===== src/rtl/ppie_pkg.sv =====
`timescale 1ns / 1ps
// Shared types, codes and dictionary ROM of the pinyin prefix input engine.
package ppie_pkg;

  localparam int unsigned RomLetters = 10;
  localparam int unsigned OutCands   = 5;
  localparam int unsigned RomRows    = 10;

  localparam logic [7:0] KeyLowA      = 8'h61;
  localparam logic [7:0] KeyLowZ      = 8'h7a;
  localparam logic [7:0] KeyDigitZero = 8'h30;
  localparam logic [7:0] KeyDigitOne  = 8'h31;
  localparam logic [7:0] KeyBackspace = 8'd8;
  localparam logic [7:0] KeyEnter     = 8'd10;

  typedef enum logic [2:0] {
    ActIgnore   = 3'd0,
    ActLetter   = 3'd1,
    ActCommit   = 3'd2,
    ActSpellBs  = 3'd3,
    ActCommitBs = 3'd4,
    ActClear    = 3'd5,
    ActExit     = 3'd6
  } action_e;

  typedef enum logic [2:0] {
    StIdle,
    StDecode,
    StScan,
    StCommitRd,
    StOut
  } state_e;

  // controller to datapath
  typedef struct packed {
    logic    load_key;
    logic    append_letter;
    logic    drop_letter;
    logic    clear_spell;
    logic    scan_start;
    logic    scan_step;
    logic    commit_read;
    logic    commit_write;
    logic    drop_commit;
    logic    set_action;
    action_e action;
    logic    load_out;
  } ppie_cmd_t;

  // datapath to controller
  typedef struct packed {
    logic is_letter;
    logic is_digit;
    logic is_bs;
    logic is_enter;
    logic spell_full;
    logic spell_empty;
    logic pick_ok;
    logic store_full;
    logic store_empty;
    logic cand_empty;
    logic scan_done;
  } ppie_sts_t;

  typedef logic [5*RomLetters-1:0] rom_spell_t;

  // letter codes 1..26, 0 ends the spelling; five bits per letter, first at LSB
  function automatic logic [4:0] rom_letter(input int unsigned row, input int unsigned pos);
    logic [7:0] s [RomLetters];
    logic [4:0] r;
    for (int unsigned k = 0; k < RomLetters; k++) s[k] = 8'h0;
    case (row)
      0: begin s[0]="n"; s[1]="i"; end
      1: begin s[0]="h"; s[1]="a"; s[2]="o"; end
      2: begin s[0]="m"; s[1]="a"; end
      3: begin s[0]="w"; s[1]="o"; end
      4: begin s[0]="t"; s[1]="a"; end
      5: begin s[0]="m"; s[1]="e"; s[2]="n"; end
      6: begin s[0]="r"; s[1]="e"; s[2]="n"; end
      7: begin s[0]="d"; s[1]="a"; end
      8: begin s[0]="z"; s[1]="h"; s[2]="o"; s[3]="n"; s[4]="g"; end
      9: begin s[0]="g"; s[1]="u"; s[2]="o"; end
      default: ;
    endcase
    r = 5'd0;
    if (pos < RomLetters && s[pos] != 8'h0) r = 5'(s[pos] - 8'h60);
    return r;
  endfunction

  function automatic rom_spell_t rom_spell(input int unsigned row);
    rom_spell_t v;
    for (int unsigned p = 0; p < RomLetters; p++) v[5*p +: 5] = rom_letter(row, p);
    return v;
  endfunction

  function automatic logic [15:0] rom_code(input int unsigned row);
    logic [15:0] c;
    case (row)
      0: c = 16'hC4E3;
      1: c = 16'hBAC3;
      2: c = 16'hC2F0;
      3: c = 16'hCED2;
      4: c = 16'hCBFB;
      5: c = 16'hC3C7;
      6: c = 16'hC8CB;
      7: c = 16'hB4F3;
      8: c = 16'hD6D0;
      9: c = 16'hB9FA;
      default: c = 16'h0000;
    endcase
    return c;
  endfunction

endpackage


===== src/rtl/ppie_ctrl.sv =====
`timescale 1ns / 1ps
// Controller state machine: sequences decode, dictionary scan, commit and result.
module ppie_ctrl import ppie_pkg::*; (
  input  logic      clk_i,
  input  logic      rst_ni,
  input  logic      in_valid,
  output logic      in_ready,
  output logic      out_valid,
  input  logic      out_ready,
  input  ppie_sts_t sts_i,
  output ppie_cmd_t cmd_o
);

  state_e state_q, state_d;
  logic   ovalid_q, ovalid_d;

  always_ff @(posedge clk_i or negedge rst_ni) begin
    if (!rst_ni) begin
      state_q  <= StIdle;
      ovalid_q <= 1'b0;
    end else begin
      state_q  <= state_d;
      ovalid_q <= ovalid_d;
    end
  end

  assign out_valid = ovalid_q;

  always_comb begin
    state_d  = state_q;
    ovalid_d = ovalid_q;
    cmd_o    = '0;
    cmd_o.action = ActIgnore;
    in_ready = 1'b0;
    if (ovalid_q && out_ready) ovalid_d = 1'b0;
    case (state_q)
      StIdle: begin
        in_ready = 1'b1;
        if (in_valid) begin
          cmd_o.load_key = 1'b1;
          state_d = StDecode;
        end
      end
      StDecode: begin
        cmd_o.set_action = 1'b1;
        state_d = StOut;
        if (sts_i.is_letter) begin
          if (!sts_i.spell_full) begin
            cmd_o.action = ActLetter;
            cmd_o.append_letter = 1'b1;
            cmd_o.scan_start = 1'b1;
            state_d = StScan;
          end
        end else if (sts_i.is_digit) begin
          if (sts_i.pick_ok && !sts_i.store_full) begin
            cmd_o.action = ActCommit;
            cmd_o.commit_read = 1'b1;
            state_d = StCommitRd;
          end
        end else if (sts_i.is_bs) begin
          if (!sts_i.spell_empty) begin
            cmd_o.action = ActSpellBs;
            cmd_o.drop_letter = 1'b1;
            cmd_o.scan_start = 1'b1;
            state_d = StScan;
          end else if (!sts_i.store_empty) begin
            cmd_o.action = ActCommitBs;
            cmd_o.drop_commit = 1'b1;
          end
        end else if (sts_i.is_enter) begin
          if (sts_i.spell_empty && sts_i.cand_empty) begin
            cmd_o.action = ActExit;
          end else begin
            cmd_o.action = ActClear;
            cmd_o.clear_spell = 1'b1;
          end
        end
      end
      StScan: begin
        if (sts_i.scan_done) state_d = StOut;
        else cmd_o.scan_step = 1'b1;
      end
      StCommitRd: begin
        cmd_o.commit_write = 1'b1;
        cmd_o.clear_spell = 1'b1;
        state_d = StOut;
      end
      StOut: begin
        // wait for the output register to free up
        if (!ovalid_q || out_ready) begin
          cmd_o.load_out = 1'b1;
          ovalid_d = 1'b1;
          state_d = StIdle;
        end
      end
      default: state_d = StIdle;
    endcase
  end

endmodule


===== src/rtl/ppie_dp.sv =====
`timescale 1ns / 1ps
// Datapath: spelling buffer, candidate list, committed store and output register.
module ppie_dp import ppie_pkg::*; #(
  parameter int unsigned SpellingMax  = 10,
  parameter int unsigned CandidateMax = 5,
  parameter int unsigned CommittedMax = 32,
  parameter int unsigned DictEntries  = 16
) (
  input  logic        clk_i,
  input  logic        rst_ni,
  input  logic [7:0]  key_code_i,
  input  ppie_cmd_t   cmd_i,
  output ppie_sts_t   sts_o,
  output logic [2:0]  action_taken_o,
  output logic [3:0]  spelling_length_o,
  output logic [2:0]  candidate_count_o,
  output logic [15:0] candidate_code_0_o,
  output logic [15:0] candidate_code_1_o,
  output logic [15:0] candidate_code_2_o,
  output logic [15:0] candidate_code_3_o,
  output logic [15:0] candidate_code_4_o,
  output logic [5:0]  committed_length_o,
  output logic [15:0] committed_code_o
);

  localparam int unsigned SW  = $clog2(SpellingMax + 1);
  localparam int unsigned SI  = (SpellingMax > 1) ? $clog2(SpellingMax) : 1;
  localparam int unsigned CW  = $clog2(CandidateMax + 1);
  localparam int unsigned CI  = (CandidateMax > 1) ? $clog2(CandidateMax) : 1;
  localparam int unsigned MW  = $clog2(CommittedMax + 1);
  localparam int unsigned MI  = (CommittedMax > 1) ? $clog2(CommittedMax) : 1;
  localparam int unsigned RW  = $clog2(DictEntries + 1);
  localparam int unsigned RI  = (DictEntries > 1) ? $clog2(DictEntries) : 1;

  logic [7:0]    key_q;
  logic [4:0]    spell_q [SpellingMax];
  logic [SW-1:0] scount_q;
  logic [15:0]   cand_q [CandidateMax];
  logic [CW-1:0] ctotal_q;
  logic [15:0]   store_q [CommittedMax];
  logic [MW-1:0] mtotal_q;
  logic [RW-1:0] row_q;
  logic [15:0]   pick_q;
  action_e       act_q;

  // dictionary ROM as constant arrays
  rom_spell_t  rom_sp [DictEntries];
  logic [15:0] rom_cd [DictEntries];
  always_comb begin
    for (int unsigned r = 0; r < DictEntries; r++) begin
      rom_sp[r] = rom_spell(r);
      rom_cd[r] = rom_code(r);
    end
  end

  // key decode
  logic [7:0] dig_lim;
  logic       is_letter, is_digit;
  logic [CI-1:0] pick_idx;
  assign is_letter = (key_q >= KeyLowA) && (key_q <= KeyLowZ);
  assign dig_lim   = KeyDigitZero + 8'(ctotal_q);
  assign is_digit  = (key_q >= KeyDigitOne) && (key_q <= dig_lim);
  assign pick_idx  = CI'(key_q - KeyDigitOne);

  // prefix compare of the current row
  rom_spell_t  cur_sp;
  logic [15:0] cur_cd;
  logic        hit;
  assign cur_sp = rom_sp[row_q[RI-1:0]];
  assign cur_cd = rom_cd[row_q[RI-1:0]];
  always_comb begin
    hit = (scount_q != '0);
    for (int unsigned p = 0; p < SpellingMax; p++) begin
      if (SW'(p) < scount_q) begin
        if (p >= RomLetters) hit = 1'b0;
        else if (cur_sp[5*p +: 5] != spell_q[p]) hit = 1'b0;
      end
    end
  end

  logic scan_done;
  assign scan_done = (row_q >= RW'(DictEntries)) || (ctotal_q >= CW'(CandidateMax))
                     || (scount_q == '0);

  assign sts_o.is_letter   = is_letter;
  assign sts_o.is_digit    = is_digit;
  assign sts_o.is_bs       = (key_q == KeyBackspace);
  assign sts_o.is_enter    = (key_q == KeyEnter);
  assign sts_o.spell_full  = (scount_q >= SW'(SpellingMax));
  assign sts_o.spell_empty = (scount_q == '0);
  assign sts_o.pick_ok     = ({1'b0, pick_idx} < (CI+1)'(ctotal_q));
  assign sts_o.store_full  = (mtotal_q >= MW'(CommittedMax));
  assign sts_o.store_empty = (mtotal_q == '0);
  assign sts_o.cand_empty  = (ctotal_q == '0);
  assign sts_o.scan_done   = scan_done;

  always_ff @(posedge clk_i) begin
    if (cmd_i.load_key) key_q <= key_code_i;
    if (cmd_i.append_letter) spell_q[scount_q[SI-1:0]] <= 5'(key_q - KeyLowA + 8'd1);
    if (cmd_i.scan_step && hit) cand_q[ctotal_q[CI-1:0]] <= cur_cd;
    if (cmd_i.commit_read) pick_q <= cand_q[pick_idx];
    if (cmd_i.commit_write) store_q[mtotal_q[MI-1:0]] <= pick_q;
  end

  always_ff @(posedge clk_i or negedge rst_ni) begin
    if (!rst_ni) begin
      scount_q <= '0;
      ctotal_q <= '0;
      mtotal_q <= '0;
      row_q    <= '0;
      act_q    <= ActIgnore;
    end else begin
      if (cmd_i.set_action) act_q <= cmd_i.action;
      if (cmd_i.append_letter) scount_q <= scount_q + SW'(1);
      if (cmd_i.drop_letter) scount_q <= scount_q - SW'(1);
      if (cmd_i.scan_start) begin
        row_q    <= '0;
        ctotal_q <= '0;
      end
      if (cmd_i.scan_step) begin
        row_q <= row_q + RW'(1);
        if (hit) ctotal_q <= ctotal_q + CW'(1);
      end
      if (cmd_i.clear_spell) begin
        scount_q <= '0;
        ctotal_q <= '0;
      end
      if (cmd_i.commit_write) mtotal_q <= mtotal_q + MW'(1);
      if (cmd_i.drop_commit) mtotal_q <= mtotal_q - MW'(1);
    end
  end

  // output register
  logic [15:0] cand_out [OutCands];
  always_comb begin
    for (int unsigned i = 0; i < OutCands; i++) begin
      cand_out[i] = 16'h0;
      if (i < CandidateMax && CW'(i) < ctotal_q) cand_out[i] = cand_q[i];
    end
  end

  always_ff @(posedge clk_i) begin
    if (cmd_i.load_out) begin
      action_taken_o     <= act_q;
      spelling_length_o  <= 4'(scount_q);
      candidate_count_o  <= 3'(ctotal_q);
      candidate_code_0_o <= cand_out[0];
      candidate_code_1_o <= cand_out[1];
      candidate_code_2_o <= cand_out[2];
      candidate_code_3_o <= cand_out[3];
      candidate_code_4_o <= cand_out[4];
      committed_length_o <= 6'(mtotal_q);
      committed_code_o   <= (act_q == ActCommit) ? pick_q : 16'h0;
    end
  end

endmodule


===== src/rtl/pinyin_prefix_input_engine.sv =====
`timescale 1ns / 1ps
// Top level of the pinyin prefix input engine.
//
// One key code enters on the input channel (in_valid/in_ready); one result
// leaves on the output channel (out_valid/out_ready) for every key.
// The block works on one key at a time. A key is decoded in StDecode;
// a letter or a spelling backspace then rescans the dictionary ROM one
// entry per cycle, stopping after the last entry, when the candidate
// list is full, or at once when the spelling is empty. A commit reads
// the candidate in StDecode and writes the store in StCommitRd; then,
// like every other key, it waits in StOut for the output register. The
// next key can be taken in the cycle after the result is loaded.
// The result sits in an output register; the next key is taken while it
// waits. If the receiver stalls, the following result holds in the datapath
// until the register is free, and no further key is taken.
// Reset clears the spelling, candidate and committed counts and the
// output valid flag; store contents are unused until written.
module pinyin_prefix_input_engine import ppie_pkg::*; #(
  parameter int unsigned SpellingMax  = 10,
  parameter int unsigned CandidateMax = 5,
  parameter int unsigned CommittedMax = 32,
  parameter int unsigned DictEntries  = 16
) (
  input  logic        clk_i,
  input  logic        rst_ni,
  input  logic        in_valid,
  output logic        in_ready,
  input  logic [7:0]  key_code_i,
  output logic        out_valid,
  input  logic        out_ready,
  output logic [2:0]  action_taken_o,
  output logic [3:0]  spelling_length_o,
  output logic [2:0]  candidate_count_o,
  output logic [15:0] candidate_code_0_o,
  output logic [15:0] candidate_code_1_o,
  output logic [15:0] candidate_code_2_o,
  output logic [15:0] candidate_code_3_o,
  output logic [15:0] candidate_code_4_o,
  output logic [5:0]  committed_length_o,
  output logic [15:0] committed_code_o
);

  ppie_cmd_t cmd;
  ppie_sts_t sts;

  ppie_ctrl u_ctrl (
    .clk_i     (clk_i),
    .rst_ni    (rst_ni),
    .in_valid  (in_valid),
    .in_ready  (in_ready),
    .out_valid (out_valid),
    .out_ready (out_ready),
    .sts_i     (sts),
    .cmd_o     (cmd)
  );

  ppie_dp #(
    .SpellingMax  (SpellingMax),
    .CandidateMax (CandidateMax),
    .CommittedMax (CommittedMax),
    .DictEntries  (DictEntries)
  ) u_dp (
    .clk_i              (clk_i),
    .rst_ni             (rst_ni),
    .key_code_i         (key_code_i),
    .cmd_i              (cmd),
    .sts_o              (sts),
    .action_taken_o     (action_taken_o),
    .spelling_length_o  (spelling_length_o),
    .candidate_count_o  (candidate_count_o),
    .candidate_code_0_o (candidate_code_0_o),
    .candidate_code_1_o (candidate_code_1_o),
    .candidate_code_2_o (candidate_code_2_o),
    .candidate_code_3_o (candidate_code_3_o),
    .candidate_code_4_o (candidate_code_4_o),
    .committed_length_o (committed_length_o),
    .committed_code_o   (committed_code_o)
  );

endmodule


===== config.mk =====
export PLATFORM = sky130hd
export DESIGN_NAME = pinyin_prefix_input_engine
export DESIGN_NICKNAME = d
export VERILOG_FILES = /design/src/rtl/ppie_pkg.sv /design/src/rtl/ppie_ctrl.sv /design/src/rtl/ppie_dp.sv /design/src/rtl/pinyin_prefix_input_engine.sv
export SDC_FILE = /design/constraint.sdc
export NUM_CORES = 1
export LEC_CHECK = 0
export BUFFER_PORTS_ARGS = -buffer_cell sky130_fd_sc_hd__clkbuf_2
export CAP_MARGIN = 20
export CORE_MARGIN = 10
export CORE_UTILIZATION = 60
export CTS_CLUSTER_SIZE = 24
export DETAILED_ROUTE_END_ITERATION = 8
export GPL_ROUTABILITY_DRIVEN = 0
export PLACE_DENSITY = 0.81
export REMOVE_ABC_BUFFERS = 1
export SYNTH_ARGS = -nofsm -noshare
export SYNTH_HDL_FRONTEND = slang
export SYNTH_HIERARCHICAL = 1
export SYNTH_SLANG_ARGS = --single-unit

===== constraint.sdc =====
create_clock -name clk_i -period 12.19 [get_ports clk_i]
set_clock_uncertainty 0.2 [all_clocks]
set_input_delay 3.657 -clock clk_i [delete_from_list [all_inputs] [get_ports clk_i]]
set_output_delay 3.657 -clock clk_i [all_outputs]
set_load 0.05 [all_outputs]

* Word-level counts from Yosys, hierarchy flattened
Memory sizes are Yosys's and may differ from the RTL's. A register that Yosys moved wholly into a read port is not among the register bits. Cells that the tools add are included.
Word-level totals: bits in registers 65, RAM bits 130, memory bits (read-only) 1056, input bits 12, logic and storage cells 190, memories kept 4
Memories:
- (name not given) | words 16, bits a word 50, rd ports 1, clocked after memory_dff 0, wr ports 0, RTL line ppie_dp.sv:69 | assign cur_sp = rom_sp[row_q[RI-1:0]];
- (name not given) | words 16, bits a word 16, rd ports 1, clocked after memory_dff 0, wr ports 0, RTL line ppie_dp.sv:70 | assign cur_cd = rom_cd[row_q[RI-1:0]];
- u_dp.cand_q | words 5, bits a word 16, rd ports 6, clocked after memory_dff 6, wr ports 1, RTL line ppie_dp.sv:38 | logic [15:0] cand_q [CandidateMax];
- u_dp.spell_q | words 10, bits a word 5, rd ports 10, clocked after memory_dff 0, wr ports 1, RTL line ppie_dp.sv:36 | logic [4:0] spell_q [SpellingMax];
Operators by class: add/sub/neg operators 10, magnitude comparators 25, eq/ne operators 20, mux-type cells 92, bitwise logic cells 1, reductions and logical operators 25
Operator list (number):
- 2-to-1 mux 50 bit | 2
- 2-to-1 mux 3 bit | 20
- 2-to-1 mux 1 bit | 54
- != test 5 bit | 10
- 2-to-1 mux 16 bit | 2
- == test 8 x 4 -> 1 bit, second input constant | 2
- less-than comparator 3 x 4 -> 1 bit, first input constant | 4
- 2-to-1 mux 5 bit | 3
- case mux 3 bit (5 select lines) | 1
- 2-to-1 mux 4 bit | 3
- 2-to-1 mux 6 bit | 2
- adder 5 x 1 -> 5 bit, second input constant | 2
- greater-or-equal comparator 5 bit, second input constant | 2
- == test 3 x 2 -> 1 bit, second input constant | 3
- greater-or-equal comparator 8 x 6 -> 1 bit, second input constant | 1
- greater-or-equal comparator 8 x 7 -> 1 bit, second input constant | 1
- <= comparator 8 x 7 -> 1 bit | 1
- <= comparator 8 x 7 -> 1 bit, second input constant | 1
- less-than comparator 1 x 4 -> 1 bit, first input constant | 2
- less-than comparator 2 x 4 -> 1 bit, first input constant | 2
- less-than comparator 4 bit, first input constant | 2
- 2-to-1 mux 2 bit | 4
- adder 6 x 3 -> 7 bit, first input constant | 1
- logical NOT 1 bit | 7
- other kinds (29) | 41

* Depth between registers and ports, before layout
word-level depth 28, depth in mapped cells 20, gate-level depth less buffers 17

* Cells and area by module
Netlist, hierarchy kept.
By module, submodules not included:
- ppie_dp | times used 1, cells each 691, area each 10911.7 um^2, sequential area each 7792.5 um^2
- ppie_ctrl | times used 1, cells each 48, area each 397.9 um^2, sequential area each 100.1 um^2

* Worst setup path before layout
Ideal clock, no wire load.
kind in2reg, from input port out_ready, to register u_dp.action_taken_o[0], enable pin, setup time 0.571 ns, arrival 8.206 ns, data required time 11.419 ns, slack 3.213 ns, stages on the path 2, path buffers 0, cell sequence nand2b_1 -> nor2b_1
RTL lines:
- start, declared | RTL line pinyin_prefix_input_engine.sv:30 | input logic out_ready,
- end signal, assigned | RTL line ppie_dp.sv:144 | action_taken_o <= act_q;
- end, declared | RTL line ppie_dp.sv:14 | output logic [2:0] action_taken_o,

* Worst setup path in the final report
from register u_ctrl.state_q[0], to output port in_ready
Between the ends: word-level cells in the longest chain between the ends 2
RTL lines:
- start, declared | RTL line ppie_ctrl.sv:14 | state_e state_q, state_d;
- start signal, assigned | RTL line ppie_ctrl.sv:19 | state_q <= StIdle;
- start signal, assigned | RTL line ppie_ctrl.sv:22 | state_q <= state_d;
- logical NOT 3 bit | RTL line ppie_ctrl.sv:36 | case (state_q)
- 2-to-1 mux 1 bit | RTL line ppie_ctrl.sv:36
- end, declared | RTL line pinyin_prefix_input_engine.sv:27 | output logic in_ready,
No other way between the ends.

==> metrics.md <==
| Metric | Value |
|---|---|
| Kind of end point of the critical path | primary output |
| Placeable Area | 0.01864 mm2 |
| Comb power frac | 0.259 |
| Hold Crit Class | reg -> reg |
| Reg2reg setup slack | between 7 and 8 ns |
| Routed len/inst | 19.86 um |
| CTS tree | built |
| Total track usage | 0.1767 |
| Deepest clock path buffer count | 3 |
| MaxCap Viol Count | 0 |
| Crit path largest cell delay | 0.43 ns |
| Crit Reg-Reg Endpoint | u_dp/cand_q[2][10] |
| RSZ-0062 raised after global routing | no |
| DR DRC count | 0 |
| Post-synthesis cell area | 0.01131 mm2 |
| Number of synthesis warnings | 6 |
| Final ANT Viol Nets | 0 |
| Clock latency on the worst-skew pair | 0.53 ns |
| # diodes | 0 |
| Post-CTS Hold Fix Bufs | 0 |
| CTS Sinks | between 200 and 300 |
| Pre-antenna DRT Iters | 5 |
| WS Path Type | reg -> out |
| Routed vias | between 6000 and 7000 |
| Setup Total Neg Slack | 0 ns |
| Synth Area in Simple Gates | 0.1186 |
| Worst path bufs/invs | 1 |
| Outcome | completed |
| EDFF count, synth | 242 |
| Sequential power share | 0.446 |
| Synth-to-Final Area Change | 14.46% |
| Final slew viol count | 0 |
| Post-synthesis cell count | 739 |
| Clock-pin slew on the worst setup and hold paths | 0.06 ns |
| CTS resizes | 0 |
| Lkg Pwr | 4.856 nW |
| Total I/O pin count | 126 |
| Fillers | 1211 |
| Ys async rst share | 0.09363 |
| Final hold vios | 0 |
| Starting Density | 0.6066 |
| Worst rel slew slack | 0.3115 |
| Reg-to-reg startpoint | u_dp/ctotal_q[2] |
| HPWL after detailed placement | 14590 um |
| Crit path capture | in_ready |
| Flip-flop and latch count after synthesis | 267 |
| Mapped Avg Cell Area | 15.30 um2 |
| Psw | 0.9279 mW |
| I/O Buffers | 125 |
| Post-route cell area | 0.01294 mm2 |
| Row count | 50 |
| CP Depth | 2 |
| Synth Area in XOR/XNOR | 0.01549 |
| Switching power share of the total | 0.3425 |
| Crit-path cells | nor3_1 -> clkbuf_2 |
| Layout Cells excl Fill | 1118 |
| H-tree levels | 1 |
| Register area share after synthesis | 0.6979 |
| Multiplexer area fraction after synthesis | 0.05388 |
| Adder-cell share of the synthesized area | 0.03164 |
| Root Driver | clkbuf_16 |
| Largest net degree at the start of global routing | a little over 80 |
| Tmin final | ~5.4 ns |
| Synth Flop Type | edfxtp_1 |
| Die height | 157.3 um |
| Count of cell types in the netlist | 71 |
| Iter 0 DRT Violations | 510 |
| Post-CTS Repair Setup Buffers | 0 |
| Layout cells sized above 1 | 0.2534 |
| Final period utilization | 0.4457 |
| Placed Cells incl. Taps | 1071 |
| Die X | 157.3 um |
| Most frequent cells in the layout | edfxtp_1 (242), clkbuf_2 (125), nor2b_1 (50) |
| Power share of the clock group | 0.295 |
| Crit path launch type | flip-flop |
| Worst EP required | 8.33 ns |
| Final setup fails | 0 |
| R2R cell count | 12 |
| CTS Buf Count | 26 |
| Final WL | 22200 um |
| Vias/cell | between 5 and 6 |
| Vias in the first global route | 6466 |
| First-pass GRT wire length | 34540 um |
| Nets | 905 |
| Delay-heaviest family, CP | flip-flops |
| Most common cell after layout, fill and taps aside | edfxtp_1 |
| Initial antenna violation count | 0 |
| Cell area power density | 209.3 mW/mm2 |
| Placed Instance Area | 0.01209 mm2 |
| Worst EP arrival | 1.58 ns |
| Internal Power | 1.782 mW |
| Synth Area in Compound Gates | 0.05266 |
| Worst Setup SP | u_ctrl/state_q[0] |
| Worst Path Max Fanout | 7 |
| Maximum vdd drop | 0.1432 mV |
| Gr ovfl total | 0 |
| Max Fclk | 184.1 MHz |
| Worst Max-Slew Pin Slew | 1.033 ns |
| Die ar. | 0.02474 mm2 |
| Largest family of logic cells by synthesized area | simple AND/OR/NAND/NOR gates |
| Slowest CP cell | dfrtp_1 |
per-stage QoR:
stage | setup slack [ns] | util | hold slack, ns | power [mW]
floorplan | 3.213 | - | 0.2348 | 1.759
global placement | 6.333 | 0.6479 | 0.2535 | 1.917
detailed placement | 6.265 | 0.6483 | 0.2664 | 1.932
CTS | 6.730 | 0.6944 | 0.2798 | 2.729
global route | 6.655 | 0.6944 | 0.2926 | 2.808
finish | 6.757 | 0.6944 | 0.2751 | 2.710
cells by family (layout without fill, tap and decap cells):
kind of cell | after synthesis | in the layout
XOR/XNOR | 20 | 20
AND/OR/NAND/NOR | 230 | 230
multiplexers | 41 | 41
adder cells (fa/ha/maj) | 28 | 28
buffers and inverters | 65 | 210
flip-flops | 267 | 267
AO/OA/AOI/OAI | 88 | 88
state kept, by name, summed over array words and instances (netlist names), 4 cells and up:
register / cells
u_dp/cand_q: 70
u_dp/candidate_code_0_o: 14
u_dp/candidate_code_1_o: 14
u_dp/candidate_code_2_o: 14
u_dp/candidate_code_3_o: 14
u_dp/candidate_code_4_o: 14
u_dp/committed_code_o: 14
u_dp/committed_length_o: 6
u_dp/key_q: 8
u_dp/mtotal_q: 6
u_dp/pick_q: 14
u_dp/row_q: 5
u_dp/scount_q: 4
u_dp/spell_q: 50
u_dp/spelling_length_o: 4
worst register-to-register path: stages (launching register included):
cell	delay, ns
dfrtp_1	0.72
inv_1	0.32
nor2_1	0.08
buf_4	0.20
a211oi_1	0.20
nand2_1	0.15
nor3_1	0.20
buf_4	0.21
o2111ai_1	0.14
nor3_2	0.14
nand4_2	0.12
a2111oi_4	0.65
and4_1	0.88
cell usage after synthesis (all sizes together), types with 4 or more instances:
library cell,number,share of area
mux2,19,0.019
xnor2,11,0.0085
buf,20,0.013
nand3,6,0.0027
mux2i,8,0.0071
or4,6,0.0043
clkbuf,17,0.0074
nand2b,13,0.0079
inv,28,0.0093
nand2,18,0.0060
a211oi,5,0.0038
mux4,14,0.028
o21ai,25,0.011
nor2,44,0.015
a21oi,19,0.0087
edfxtp,242,0.64
xor2,9,0.0070
and3,8,0.0044
and2,47,0.026
nand3b,4,0.0027
dfrtp,25,0.055
a21o,7,0.0046
ha,27,0.030
nor2b,51,0.028
nor3,12,0.0058
worst min-delay path by stage:
stage                   from  depth (start not counted)  slack [ns]                endpoint
2_1_floorplan  u_dp/act_q[1]                          0        0.23  u_dp/action_taken_o[1]
3_3_place_gp   u_dp/act_q[1]                          0        0.25  u_dp/action_taken_o[1]
3_5_place_dp   u_dp/act_q[2]                          0        0.27  u_dp/action_taken_o[2]
4_1_cts        u_dp/act_q[2]                          0        0.28  u_dp/action_taken_o[2]
5_1_grt        u_dp/act_q[1]                          0        0.29  u_dp/action_taken_o[1]
6_report       u_dp/act_q[2]                          0        0.28  u_dp/action_taken_o[2]
area by class of cell:
type,instances,area [um2],area share
repair buffers,135,700.7,0.05413
well taps,234,292.8,0.02262
clock buffers,30,665.6,0.05142
inverters,28,105.1,0.008119
flip-flops and latches,267,7893,0.6097
clock inverters,17,193.9,0.01498
multi-input cells,407,3094,0.2390
metal layers:
layer	up-vias	share of wire	wire, um	track usage
met2	236	0.49	10820	0.2934
met5	-	0	0	0
li1	2984	-	-	-
met4	0	0.030	666	0.06411
met3	47	0.071	1567	0.03766
met1	3081	0.41	9146	0.2252
power groups by stage:
stage          sequential (mW)  combinational, mW  clock [mW]
6_report                  1.21              0.701       0.799
5_1_grt                   1.22              0.739       0.846
4_1_cts                   1.21              0.707       0.812
3_5_place_dp              1.23              0.704           0
3_3_place_gp              1.23              0.691           0
2_1_floorplan             1.55              0.207           0
Power figures use the tool's default switching activity.
